## src/rtl/tmed_pkg.sv

```systemverilog
`timescale 1ns / 1ps
`default_nettype none

package tmed_pkg;

  localparam int unsigned MAX_FRAMES  = 8;
  localparam int unsigned LANES       = 8;
  localparam int unsigned SAMPLE_W    = 8;
  localparam int unsigned COUNT_W     = 4;
  localparam int unsigned BOUND_RAW   = (MAX_FRAMES < LANES) ? MAX_FRAMES : LANES;
  localparam int unsigned BOUND       = (BOUND_RAW < 1) ? 1 : BOUND_RAW;
  localparam int unsigned TDATA_IN_W  = LANES * SAMPLE_W;
  localparam int unsigned TDATA_OUT_W = SAMPLE_W;
  localparam logic [COUNT_W-1:0] COUNT_RESET = COUNT_W'(8);

  typedef logic [SAMPLE_W-1:0] sample_t;
  typedef logic [COUNT_W-1:0]  count_t;

  // One pixel position with the number of frames that take part.
  typedef struct packed {
    sample_t [LANES-1:0] samples;
    count_t              n;
  } median_req_t;

  // Zero counts as one, anything above the lane bound saturates.
  function automatic count_t effective_count(input count_t raw);
    count_t n;
    n = raw;
    if (n == '0) begin
      n = COUNT_W'(1);
    end
    if (n > COUNT_W'(BOUND)) begin
      n = COUNT_W'(BOUND);
    end
    return n;
  endfunction

endpackage

`default_nettype wire

```

## src/rtl/tmed_select.sv

```systemverilog
`timescale 1ns / 1ps
`default_nettype none

// Rank-based median pick: each active lane counts the active lanes that sort
// ahead of it (ties broken by lane index), and the lane of rank n/2 wins.
module tmed_select (
  input  wire tmed_pkg::median_req_t req_i,
  output tmed_pkg::sample_t          median_o
);
  import tmed_pkg::*;

  logic   [LANES-1:0] active;
  count_t             rank [LANES];
  count_t             target;
  sample_t            pick;

  always_comb begin
    for (int j = 0; j < LANES; j++) begin
      active[j] = (COUNT_W'(j) < req_i.n);
    end
  end

  always_comb begin
    for (int i = 0; i < LANES; i++) begin
      rank[i] = '0;
      for (int j = 0; j < LANES; j++) begin
        if (j != i && active[j]) begin
          if ((req_i.samples[j] < req_i.samples[i]) ||
              ((req_i.samples[j] == req_i.samples[i]) && (j < i))) begin
            rank[i] = rank[i] + COUNT_W'(1);
          end
        end
      end
    end
  end

  assign target = req_i.n >> 1;

  // Ranks of active lanes form a permutation, so exactly one lane matches.
  always_comb begin
    pick = '0;
    for (int i = 0; i < LANES; i++) begin
      if (active[i] && (rank[i] == target)) begin
        pick = pick | req_i.samples[i];
      end
    end
  end

  assign median_o = pick;

endmodule

`default_nettype wire

```

## src/rtl/temporal_median_pixel.sv

```systemverilog
`timescale 1ns / 1ps
`default_nettype none

// Temporal median over up to eight aligned frames, one pixel position per transfer.
//
// Input stream (s_axis_*): tdata carries sample_0..sample_7, 8 bits each,
// sample_0 in the lowest byte. Output stream (m_axis_*): tdata carries the
// 8-bit median, the sample at index n/2 of the ascending order of the first
// n lanes, n being the frame count clamped to 1..8.
// Configuration: cfg_data_i is written to frame_count on cfg_valid_i; the
// channel is always ready. Write it only while no pixel is in flight.
// Path: an input transfer is captured in the input register; the rank compare
// and select then feed the result register, which drives m_axis_tvalid.
// Throughput: one pixel per cycle while the receiver accepts, set by the single-pass select logic
// between the two registers.
// Stall: when the receiver holds off, the result register keeps its value and
// the input register holds one more pixel; s_axis_tready drops only when both
// are full and m_axis_tready is low.
// Reset: both stages empty, frame_count back to 8.
module temporal_median_pixel (
  input  wire                                 clk_i,
  input  wire                                 rst_ni,
  input  wire                                 s_axis_tvalid,
  output logic                                s_axis_tready,
  // sample_0 [7:0], sample_1 [15:8], ... sample_7 [63:56]
  input  wire  [tmed_pkg::TDATA_IN_W-1:0]     s_axis_tdata,
  output logic                                m_axis_tvalid,
  input  wire                                 m_axis_tready,
  // median_value [7:0]
  output logic [tmed_pkg::TDATA_OUT_W-1:0]    m_axis_tdata,
  input  wire                                 cfg_valid_i,
  output logic                                cfg_ready_o,
  input  wire  [tmed_pkg::COUNT_W-1:0]        cfg_data_i
);
  import tmed_pkg::*;

  count_t              frame_count_q;
  logic                in_valid_q;
  sample_t [LANES-1:0] in_samples_q;
  logic                out_valid_q;
  sample_t             out_data_q;
  logic                out_ready;
  logic                in_ready;
  median_req_t         req;
  sample_t             median;

  assign cfg_ready_o = 1'b1;

  always_ff @(posedge clk_i or negedge rst_ni) begin
    if (!rst_ni) begin
      frame_count_q <= COUNT_RESET;
    end else if (cfg_valid_i && cfg_ready_o) begin
      frame_count_q <= cfg_data_i;
    end
  end

  assign out_ready     = !out_valid_q || m_axis_tready;
  assign in_ready      = !in_valid_q || out_ready;
  assign s_axis_tready = in_ready;

  always_ff @(posedge clk_i or negedge rst_ni) begin
    if (!rst_ni) begin
      in_valid_q <= 1'b0;
    end else if (in_ready) begin
      in_valid_q <= s_axis_tvalid;
    end
  end

  always_ff @(posedge clk_i) begin
    if (in_ready && s_axis_tvalid) begin
      in_samples_q <= s_axis_tdata;
    end
  end

  assign req.samples = in_samples_q;
  assign req.n       = effective_count(frame_count_q);

  tmed_select u_select (
    .req_i    (req),
    .median_o (median)
  );

  always_ff @(posedge clk_i or negedge rst_ni) begin
    if (!rst_ni) begin
      out_valid_q <= 1'b0;
    end else if (out_ready) begin
      out_valid_q <= in_valid_q;
    end
  end

  always_ff @(posedge clk_i) begin
    if (out_ready && in_valid_q) begin
      out_data_q <= median;
    end
  end

  assign m_axis_tvalid = out_valid_q;
  assign m_axis_tdata  = out_data_q;

endmodule

`default_nettype wire

```

## config.mk

```make
export PLATFORM = sky130hd
export DESIGN_NAME = temporal_median_pixel
export DESIGN_NICKNAME = d
export VERILOG_FILES = /design/src/rtl/tmed_pkg.sv /design/src/rtl/tmed_select.sv /design/src/rtl/temporal_median_pixel.sv
export SDC_FILE = /design/constraint.sdc
export NUM_CORES = 1
export LEC_CHECK = 0
export BUFFER_PORTS_ARGS = -buffer_cell sky130_fd_sc_hd__buf_4
export CAP_MARGIN = 20
export CORE_MARGIN = 2
export CORE_UTILIZATION = 50
export DETAILED_ROUTE_END_ITERATION = 16
export PLACE_DENSITY = 0.68
export SLEW_MARGIN = 20
export SYNTH_ARGS = -nofsm -noshare
export SYNTH_HDL_FRONTEND = slang
export SYNTH_SLANG_ARGS = --single-unit
```

## constraint.sdc

```tcl
create_clock -name clk_i -period 12.4 [get_ports clk_i]
set_input_delay 1.24 -clock clk_i [delete_from_list [all_inputs] [get_ports clk_i]]
set_output_delay 1.24 -clock clk_i [all_outputs]
set_load 0.05 [all_outputs]
```

# Word level (Yosys, flattened, before mapping)
# Cells that the tools add are included.
# classes
reduce_logical,43
bitwise_logic,7
order_cmp,65
n_eq_ne,36
n_mux,122
addsub,48
# ops
op,n
$lt 8x8->1,56
$mux 4,100
$eq 8x8->1,28
$add 4x1->4 const B,42
$mux 8,8
$or 8x8->8,7
$eq 4x3->1,8
$logic_or 1x1->1,30
$lt 3x4->1 const A,4
$mux 1,14
$add 1x1->2 const B,6
$logic_and 1x1->1,10
$lt 1x4->1 const A,2
$lt 2x4->1 const A,2
$gt 4x4->1 const B,1
$logic_not 4->1,1
$logic_not 1->1,2
# totals
output_inout_bits,11
word_cells,333
regBits,78

# Longest topological paths before layout
# Gate-level depths: netlist (run 1).
# logic_depth
word_depth,41
depth_mapped,35

# Hierarchy
# A second synthesis (run 1) with hierarchy kept.
# unflattened
cells_unflattened,1426
hier_area_um2,12560.8
# by_module_without_submodules
mod,n_inst,area_per_inst_um2,cells_each
tmed_select,1,10122.2,1331
temporal_median_pixel,1,2438.6,95

# Worst setup path before layout (run 1)
# No wires, ideal clock.
# synth_path
path_type,reg2reg
from,reg in_samples_q[9] (netlist name)
to,"reg out_data_q[1], in the netlist m_axis_tdata[1] (data pin)"
setup_ns,0.270
setup_slack_ns,6.182
required_time_ns,12.130
t_arrival_ns,5.948
stages_incl_launch_ff,32
period_less_slack_ns,6.218
cell_sequence,edfxtp_1 inv_1 ha_1 nor2b_1 o21a_1 o21a_1 o21bai_1 nand3_1 ha_1 nor2_1 a31oi_1 ha_1 and2_1 nand2_1 nand2_1 ha_1 nor2b_1 a21oi_1 ha_1 mux2_2 ha_1 nand2b_1 o311ai_0 inv_1 ha_1 xnor3_1 nand3_1 nor3_1 mux2i_1 o32ai_1 a221oi_1 nand3_1
# synth_via
elab_chain_len,38
# synth_lines
item,line_no,text
start: declaration,temporal_median_pixel.sv:39,sample_t [LANES-1:0] in_samples_q;
start signal: assignment,temporal_median_pixel.sv:71,in_samples_q <= s_axis_tdata;
$lt 8x8->1,tmed_select.sv:28,if ((req_i.samples[j] < req_i.samples[i]) ||
$mux 1,tmed_select.sv:28,
$mux 1,tmed_select.sv:27,if (j != i && active[j]) begin
$add 1x1->2,tmed_select.sv:30,rank[i] = rank[i] + COUNT_W'(1);
$mux 4,tmed_select.sv:28,
$mux 4,tmed_select.sv:27,
$add 4x1->4,tmed_select.sv:30,
$mux 4,tmed_select.sv:28,
(+23 left out),-,
$mux 8,tmed_select.sv:43,if (active[i] && (rank[i] == target)) begin
$or 8x8->8,tmed_select.sv:44,pick = pick | req_i.samples[i];
$mux 8,tmed_select.sv:43,
$or 8x8->8,tmed_select.sv:44,
$mux 8,tmed_select.sv:43,
$or 8x8->8,tmed_select.sv:44,
$mux 8 *,tmed_select.sv:43,
via median[1],temporal_median_pixel.sv:45,sample_t median;
end signal: assignment,temporal_median_pixel.sv:93,out_data_q <= median;
end: declaration,temporal_median_pixel.sv:41,sample_t out_data_q;
# The timed path passes the listed nets; every way through them passes the cells marked *.
# A chain may end at the register's enable or synchronous reset.

# Worst setup path after layout (run 1)
# layout_path
from,reg in_samples_q[9] (netlist name)
to,"reg out_data_q[7], in the netlist m_axis_tdata[7] (data pin)"
# The elaborated chain is that of the path after synthesis.

==> flow_summary.yaml, run 1 <==
sta:
  finalClockSkew_ns: 0.00969
  finalSetupViolations: 0
  post-route-min-period_ns: 7.54
  tightestPinTransition_ns: 1.13
  rsz0062_at_grt: "false"
  post-route-period-util_pct: 60.8
  slew_headroom_pct: 23.9
  max_freq_mhz: 133
  finalSetupTns_ns: 0
  drv_slew: 0
  final_hold_viol_count: 0
die:
  io_pins: 84
  initial_utilization_pct: 50.4
  num_rows: 57
  core_sq_um: 24100
  die_area_sq_um: 25600
  dieWidth_microns: 160
  dieHeight_microns: 160
placed_design:
  io_buffers: 82
  hpwl_microns: 32200
  gp_congestion: 0.991
global_route:
  grt_pass1_wl_microns: 61900
  antenna_found_initial: 0
  grt_max_degree: 40
  grt_usage_pct: 31.8
  overflow: 0
  grt_pass1_vias: 10872
clock_network:
  cts.clk_slew.worst_paths_ns: 0.07
  cts_hold_buf: 0
  tritoncts: "yes"
  clock_latency_ns: 0.35
  cts.sinks: 78
  cts-root-buf: "clkbuf_16"
  cts_buffers: 9
  max-clock-path-buffers: 2
  htreeDepth: 3
  post_cts_buffers: 0
  cts_resized: 0
synth:
  syn-num-nets: 1694
  ys_seq_area_share_pct: 19.0
  synthesis.area_sq_um: 12200
  synth_cells: 1349
  async_flop_share_pct: 7.69
  avgSynthCellArea_sq_um: 9.01
  ys_warn_count: 0
  synth_flop_cell: "edfxtp_1"
  ys_seq_elements: 78
  synth_edf_count: 72
  ys_types: 98
power_and_ir_drop:
  power_density_nw_per_um2: 136
  leakage_nw: 6.09
  p_int_uw: 975
  combinationalPowerShare_pct: 64.1
  pwr-share-seq_pct: 20.9
  ir_drop_mv: 0.134
  p_switching_uw: 852
  p_clk_share_pct: 15.0
  swShare_pct: 46.6
  finalPower_mw: 1.83
detailed_routing:
  wl_met3_microns: 3990
  first_pass_iters: 5
  drc_errors: 0
  wirelength_microns: 40600
  wl_met2_microns: 17500
  met1_length_microns: 16900
  drtAntennaViolNets: 0
  wl_per_cell_microns: 23.0
  routed.top_layer: "met4"
  first_iter_violations: 955
  viasPerCell: 6.42
  vias: 11319
min_path:
  whs_endpoint: "m_axis_tvalid"
  hold_start: "in_valid_q"
  hold_class: "reg2reg"
  min_path_cells: 1
worst_setup_path:
  setup.worst_path.start: "in_samples_q[9]"
  r2r_slack_ns: 4.86
  cp_max_fo: 8
  worst_path_most_repeated_cell: "ha_1"
  required_ns: 12.49
  crit_slowest_cell: "mux2i_1"
  cp.buffers_inverters: 2
  ff2ff_path_depth: 31
  critical-path-max-stage-delay_ns: 0.81
  cp-start-kind: "flip-flop"
  worstPathArrival_ns: 7.63
  path_class: "reg2reg"
  reg2reg_to: "m_axis_tdata[7]"
  path_delay_family: "adder cells"
  rr_startpoint: "in_samples_q[9]"
  endpoint_kind: "flip-flop"
flow_run:
  drv_cap: 0
finish:
  final_cell_mix: "272 x ha_1, 109 x a21oi_1, 108 x nand2_1"
  fin_nets: 1779
  area_growth_pct: 10.6
  post_route_cells_drive_above_1_share_pct: 11.4
  diodes: 0
  layout_commonest_cell: "ha_1"
run_status:
  status: "finished clean"
[layer usage]
layer	up-vias	GRT usage [%]
met1	5272	42.1
met2	557	49.8
met5	-	0
li1	5365	-
met4	0	16.1
met3	125	5.74
[through the flow]
stage               util, %  area [sq um]  hold WS [ns]  cells  setup slack (ns)
floorplan                 -         12200         0.449   1349              6.18
global placement       54.5         13100         0.483   1747              5.27
detailed placement     54.5         13100         0.483   1747              5.11
CTS                    55.8         13400         0.504   1763              5.05
global route           55.8         13400         0.541   1763              4.40
finish                 55.8         13400         0.493   1763              4.86
[power groups by stage]
stage	clock network, mW	logic [mW]	registers, mW
floorplan	0	0.819	0.407
global placement	0	1.12	0.386
detailed placement	0	1.14	0.382
CTS	0.277	1.15	0.379
global route	0.285	1.30	0.382
finish	0.274	1.17	0.381
[flip-flops by register name, summed over array words and instances, names as in the netlist]
name / flops
frame_count_q: 4
in_valid_q: 1
m_axis_tvalid: 1
in_samples_q: 64
m_axis_tdata: 8
[worst max-delay path by stage]
stage	endpoint	slack, ns	cells after the start
after CTS	m_axis_tdata[5]	5.05	31
final	m_axis_tdata[7]	4.86	31
after global routing	m_axis_tdata[2]	4.40	31
after floorplan	m_axis_tdata[1]	6.18	31
after detailed placement	m_axis_tdata[2]	5.11	31
after global placement	m_axis_tdata[5]	5.27	31
[cells in the mapped netlist, drive strengths merged (17+ instances only)]
master  count  share of area [%]
inv        93                2.9
a31oi      17               0.93
nor2       61                1.9
nand2b     22                1.1
nor2b      29                1.5
ha        272                 28
o21ai      47                2.0
o211ai     25                1.5
and2       25                1.3
nand2     108                3.3
o21a       26                1.6
a221oi     17                1.3
xnor2      31                2.5
edfxtp     72                 18
a21oi     115                5.0
nand4      46                2.4
nand3      30                1.2
nor3       30                1.3
xor2       25                1.9
[cells by family after synthesis]
group,synth area share (%)
and+or+nand+nor,19.0
AOI/OAI and AO/OA,21.0
adders and majority gates,28.1
buffers and inverters,3.63
DFF,19.0
xor gates and xnor gates,7.71
muxes,1.54
other,0.0309
[cell type report]
type                    instances  area, sq um
well taps                     324          405
multi-input cells            1162         9400
inverters                      93          349
clock inverters                 6         68.8
clock buffers                  10          229
flip-flops and latches         78         2310
repair buffers                 90          676
fillers                      2212        10700
Note: power is estimated with default switching activity, not from simulation.
==> run 2, diff against run 1 <==
--- a/config.mk
+++ b/config.mk
@@ -5,12 +5,13 @@
 export SDC_FILE = /design/constraint.sdc
 export NUM_CORES = 1
 export LEC_CHECK = 0
+export ABC_AREA = 1
 export BUFFER_PORTS_ARGS = -buffer_cell sky130_fd_sc_hd__buf_4
 export CAP_MARGIN = 20
 export CORE_MARGIN = 2
 export CORE_UTILIZATION = 50
 export DETAILED_ROUTE_END_ITERATION = 16
-export PLACE_DENSITY = 0.68
+export PLACE_DENSITY = 0.7
 export SLEW_MARGIN = 20
 export SYNTH_ARGS = -nofsm -noshare
 export SYNTH_HDL_FRONTEND = slang
==> constraint.sdc (replaced) <==
create_clock -name clk_i -period 6.6 [get_ports clk_i]
set_input_delay 0.66 -clock clk_i [delete_from_list [all_inputs] [get_ports clk_i]]
set_output_delay 0.66 -clock clk_i [all_outputs]
set_load 0.05 [all_outputs]
==> run 2 against run 1 <==
Net effect:
- sequential share of layout area fell by 0.67 points
- maximum frequency rose by 23%
- highest routed layer unchanged
- largest cell class unchanged
- non-clock buffer count grew 6
- final cell count increased by 32%
- clock-buffer cell count is 1 lower
- via count rose by 13%
- utilization is 0.26 points higher
- synthesized area up 3.9%
- die area up 3.8%
- combinational power increased by 67%
- power grew 74%
==> flow_summary.yaml, run 2 <==
clock_network:
  post_cts_buffers: 0
  cts.sinks: 78
  cts_buffers: 9
  cts.clk_slew.worst_paths_ns: 0.09
  max-clock-path-buffers: 2
  cts_hold_buf: 0
  clock_latency_ns: 0.37
  tritoncts: "yes"
  cts_resized: 0
  htreeDepth: 3
  cts-root-buf: "clkbuf_16"
synth:
  avgSynthCellArea_sq_um: 6.69
  ys_types: 44
  async_flop_share_pct: 7.69
  syn-num-nets: 2233
  synth_area_leaders: "ha_1 27%, nand2_1 17%, edfxtp_1 17%"
  ys_warn_count: 0
  synth_cells: 1888
  ys_seq_area_share_pct: 18.3
  ys_seq_elements: 78
  yosysTopAreaCell: "ha_1"
  yosysMostFrequentCell: "nand2_1"
  synthTopCellsByCount: "577 x nand2_1, 274 x inv_1, 272 x ha_1"
  synth_top_area_share_pct: 27.0
  synth_edf_count: 72
  synthesis.area_sq_um: 12600
  synth_flop_cell: "edfxtp_1"
worst_setup_path:
  worstPathArrival_ns: 6.39
  cp-start-kind: "flip-flop"
  path_class: "reg2reg"
  crit_slowest_cell: "a211oi_1"
  rr_startpoint: "in_samples_q[13]"
  endpoint_kind: "flip-flop"
  r2r_slack_ns: 0.46
  critical-path-max-stage-delay_ns: 0.50
  cp_max_fo: 8
  reg2reg_to: "m_axis_tdata[0]"
  ff2ff_path_depth: 32
  required_ns: 6.85
  worst_path_most_repeated_cell: "nand2_1"
finish:
  utilization_pct: 56.0
  post_route_cells_drive_above_1_share_pct: 9.54
  largest_register: "in_samples_q"
  diodes: 0
  area_growth_pct: 10.8
  largest_register_ffs: 64
  final_cell_mix: "577 x nand2_1, 273 x inv_1, 272 x ha_1"
  layout_commonest_cell: "nand2_1"
  stdcell_count: 2322
  fin_nets: 2332
global_route:
  grt_pass1_vias: 12007
  grt_pass1_wl_microns: 63000
  overflow: 0
  antenna_found_initial: 0
  grt_usage_pct: 31.1
  grt_max_degree: 65
detailed_routing:
  wirelength_microns: 40400
  drc_errors: 0
  wl_per_cell_microns: 17.4
  drtAntennaViolNets: 0
  first_pass_iters: 5
  vias: 12789
  viasPerCell: 5.51
  first_iter_violations: 952
sta:
  final_hold_viol_count: 0
  layout_setup_ws_ns: 0.461
  max_freq_mhz: 163
  finalSetupViolations: 0
  post-route-period-util_pct: 93.0
  drv_slew: 0
  finalClockSkew_ns: 0.0195
  slew_headroom_pct: 40.5
  post-route-min-period_ns: 6.14
  rsz0062_at_grt: "false"
  tightestPinTransition_ns: 0.892
  finalSetupTns_ns: 0
die:
  core_sq_um: 25000
  dieHeight_microns: 163
  num_rows: 58
  die_area_sq_um: 26500
  io_pins: 84
  initial_utilization_pct: 50.6
  dieWidth_microns: 163
power_and_ir_drop:
  power_density_nw_per_um2: 227
  combinationalPowerShare_pct: 61.5
  swShare_pct: 51.0
  p_switching_mw: 1.62
  ir_drop_mv: 0.210
  p_clk_share_pct: 16.5
  finalPower_mw: 3.17
  pwr-share-seq_pct: 21.9
  leakage_nw: 7.89
  p_int_mw: 1.55
placed_design:
  io_buffers: 82
  place_inst: 2306
  hpwl_microns: 33000
  gp_congestion: 0.973
  dp_slack_ns: 0.487
flow_run:
  drv_cap: 0
min_path:
  hold_class: "in2async"
run_status:
  status: "finished clean"
==> run 2: cell count changes in the layout (fill, tap and decap cells not counted), sizes merged, moves of 19 or more <==
cell / delta
xnor2: -31
nand2b: -22
nand3: +211
inv: +194
o211ai: -19
nor3: -27
xor2: -22
nand2: +488
nor2b: -29
a21oi: -35
nor2: +93
==> run 2: critical path: cells and delay by family, from the launching register on <==
kind / cells / cell delay, ns
and+or+nand+nor: 21 / 2.30
buffers and inverters: 1 / 0.16
DFF: 1 / 0.48
AOI/OAI and AO/OA: 3 / 0.92
adders and majority gates: 7 / 2.17
==> run 2: metrics by stage <==
stage          instance area, sq um  hold WS (ns)
2_1_floorplan                 12600         0.364
3_3_place_gp                  13700         0.462
3_5_place_dp                  13700         0.491
4_1_cts                       14000         0.104
5_1_grt                       14000         0.118
6_report                      14000         0.120
==> run 2: layout make-up <==
class | count | area, sq um
Fill cell | 2411 | 11000
Timing Repair Buffer | 96 | 721
Tap cell | 330 | 413
Multi-Input combinational cell | 1514 | 9170
Clock inverter | 7 | 65.1
Sequential cell | 78 | 2310
Inverter | 288 | 1090
Clock buffer | 9 | 225
==> run 2: worst max-delay path by stage <==
stage	from	end	slack (ns)	cells past startpoint
final	in_samples_q[13]	m_axis_tdata[0]	0.46	32
after global routing	in_samples_q[17]	m_axis_tdata[5]	0.02	40
after CTS	in_samples_q[15]	m_axis_tdata[5]	0.47	35
after detailed placement	in_samples_q[15]	m_axis_tdata[0]	0.49	35
after global placement	in_samples_q[13]	m_axis_tdata[0]	0.58	35
after floorplan	in_samples_q[9]	m_axis_tdata[0]	1.29	38
==> run 2: routing by layer <==
layer  part of all wire (%)  track usage, %  routed length [microns]  up-vias
met5                      0               0                        0        -
met4                    4.4            13.9                     1770        0
met3                    7.6            3.95                     3060      119
met2                     44            51.7                    18000      490
met1                     44            40.3                    17600     5694
li1                       -               -                        -     6486
==> run 2: power groups by stage <==
stage / Sequential [mW] / Combinational [mW] / Clock, mW
CTS: 0.693 / 1.93 / 0.535
global route: 0.699 / 2.24 / 0.544
finish: 0.696 / 1.95 / 0.525
detailed placement: 0.701 / 1.92 / 0
global placement: 0.705 / 1.86 / 0
floorplan: 0.748 / 1.37 / 0
==> run 2: logic make-up after synthesis <==
| kind of cell | synth area share [%] |
|---|---|
| AND/OR/NAND/NOR | 38.0 |
| buffers and inverters | 9.10 |
| adder cells (fa/ha/maj) | 27.0 |
| AO/OA/AOI/OAI | 7.33 |
| flip-flops | 18.3 |
| XOR/XNOR | 0.208 |
| other | 0.0297 |
==> run 3, diff against run 2 <==
--- a/config.mk
+++ b/config.mk
@@ -10,6 +10,7 @@
 export CAP_MARGIN = 20
 export CORE_MARGIN = 2
 export CORE_UTILIZATION = 50
+export CTS_BUF_LIST = sky130_fd_sc_hd__clkbuf_4 sky130_fd_sc_hd__clkbuf_8
 export DETAILED_ROUTE_END_ITERATION = 16
 export PLACE_DENSITY = 0.7
 export SLEW_MARGIN = 20
==> run 3 against run 2 <==
Net effect:
- worst setup slack worse by 0.0063 ns
- non-clock buffer count up 1
- utilization down 0.33 points
- flip-flop and latch count unchanged
- clock power down 25%
- register-to-register slack about the same
- final area down 0.58%
- routed wire length down 0.25%
- first-iteration DRC count down 4.6%
- final cell count about the same
- clock-buffer cell count unchanged
- largest cell class unchanged
- largest power group unchanged
- highest routed layer unchanged
==> flow_summary.yaml, run 3 (synthesis gave the netlist of run 2 again) <==
detailed_routing:
  viasPerCell: 5.51
  drtAntennaViolNets: 0
  first_pass_iters: 6
  wirelength_microns: 40300
  vias: 12791
  first_iter_violations: 908
  wl_per_cell_microns: 17.3
  drc_errors: 0
worst_setup_path:
  worst_path_most_repeated_cell: "nand2_1"
  r2r_slack_ns: 0.46
  reg2reg_to: "m_axis_tdata[0]"
  critical-path-max-stage-delay_ns: 0.51
  worstPathArrival_ns: 6.44
  cp_max_fo: 8
  rr_startpoint: "in_samples_q[13]"
  required_ns: 6.90
  endpoint_kind: "flip-flop"
  ff2ff_path_depth: 32
  crit_slowest_cell: "edfxtp_1"
  path_class: "reg2reg"
  cp-start-kind: "flip-flop"
global_route:
  grt_max_degree: 65
  grt_pass1_vias: 11993
  antenna_found_initial: 0
  overflow: 0
  grt_pass1_wl_microns: 62800
  grt_usage_pct: 31.0
placed_design:
  io_buffers: 82
  place_inst: 2306
  hpwl_microns: 33000
  gp_congestion: 0.973
die:
  io_pins: 84
  dieHeight_microns: 163
  die_area_sq_um: 26500
  core_sq_um: 25000
  initial_utilization_pct: 50.6
  num_rows: 58
  dieWidth_microns: 163
finish:
  largest_register_ffs: 64
  stdcell_count: 2323
  diodes: 0
  fin_nets: 2333
  utilization_pct: 55.7
  layout_commonest_cell: "nand2_1"
  post_route_cells_drive_above_1_share_pct: 9.53
  area_growth_pct: 10.2
  final_cell_mix: "577 x nand2_1, 273 x inv_1, 272 x ha_1"
  largest_register: "in_samples_q"
clock_network:
  cts_buffers: 9
  clock_latency_ns: 0.42
  cts_hold_buf: 0
  htreeDepth: 3
  tritoncts: "yes"
  cts-root-buf: "clkbuf_8"
  max-clock-path-buffers: 2
  cts.sinks: 78
  cts.clk_slew.worst_paths_ns: 0.13
sta:
  tightestPinTransition_ns: 0.870
  final_hold_viol_count: 0
  finalSetupTns_ns: 0
  finalClockSkew_ns: 0.0312
  max_freq_mhz: 163
  slew_headroom_pct: 42.0
  rsz0062_at_grt: "false"
  finalSetupViolations: 0
  drv_slew: 0
  post-route-min-period_ns: 6.14
  post-route-period-util_pct: 93.1
power_and_ir_drop:
  leakage_nw: 7.85
  swShare_pct: 52.7
  power_density_nw_per_um2: 219
  p_clk_share_pct: 12.9
  combinationalPowerShare_pct: 64.3
  pwr-share-seq_pct: 22.8
  p_int_mw: 1.44
  p_switching_mw: 1.61
  ir_drop_mv: 0.190
min_path:
  hold_class: "in2async"
flow_run:
  drv_cap: 0
run_status:
  status: "finished clean"
run 3: worst max-delay path: cells and delay by family, from the launching register on:
family	cells	cell delay (ns)
flops	1	0.51
compound gates	3	0.89
buf+inv	1	0.21
simple gates	21	2.34
fa+ha+maj	7	2.11
run 3: worst max path at each step:
stage / start / to / depth (start not counted)
floorplan: in_samples_q[9] / m_axis_tdata[0] / 38
global placement: in_samples_q[13] / m_axis_tdata[0] / 35
detailed placement: in_samples_q[15] / m_axis_tdata[0] / 35
CTS: in_samples_q[15] / m_axis_tdata[5] / 35
global route: in_samples_q[13] / m_axis_tdata[0] / 32
finish: in_samples_q[13] / m_axis_tdata[0] / 32
run 3: through the flow:
step                power (mW)  hold slack (ns)  cell area (sq um)  setup WS [ns]
finish                    3.05           0.0610              13900          0.455
global route              3.36           0.0664              13900         0.0820
CTS                       3.02           0.0377              13900          0.455
detailed placement        2.62            0.491              13700          0.487
global placement          2.57            0.462              13700          0.582
floorplan                 2.12            0.364              12600           1.29
run 3: power by group through the flow:
stage	clock network (mW)	registers (mW)	logic (mW)
2_1_floorplan	0	0.748	1.37
3_3_place_gp	0	0.705	1.86
3_5_place_dp	0	0.701	1.92
4_1_cts	0.400	0.692	1.93
5_1_grt	0.406	0.698	2.26
6_report	0.392	0.695	1.96
run 3: final cells by class:
cell class	count	area [sq um]
Fill cell	2427	11100
Clock buffer	9	124
Clock inverter	7	65.1
Multi-Input combinational cell	1514	9170
Sequential cell	78	2310
Inverter	288	1090
Tap cell	330	413
Timing Repair Buffer	97	741
run 3: routing by layer:
| metal | up-vias | global-route usage, % | routed length (microns) |
|---|---|---|---|
| met5 | - | 0 | 0 |
| met3 | 88 | 4.02 | 2960 |
| li1 | 6490 | - | - |
| met2 | 465 | 52.3 | 18200 |
| met4 | 0 | 12.6 | 1460 |
| met1 | 5748 | 40.0 | 17600 |
run 3: what timing repair did:
item / CTS / global route
buffers inserted: 0 / 1
setup endpoints to repair: 0 / 4
resized for setup: 0 / 1
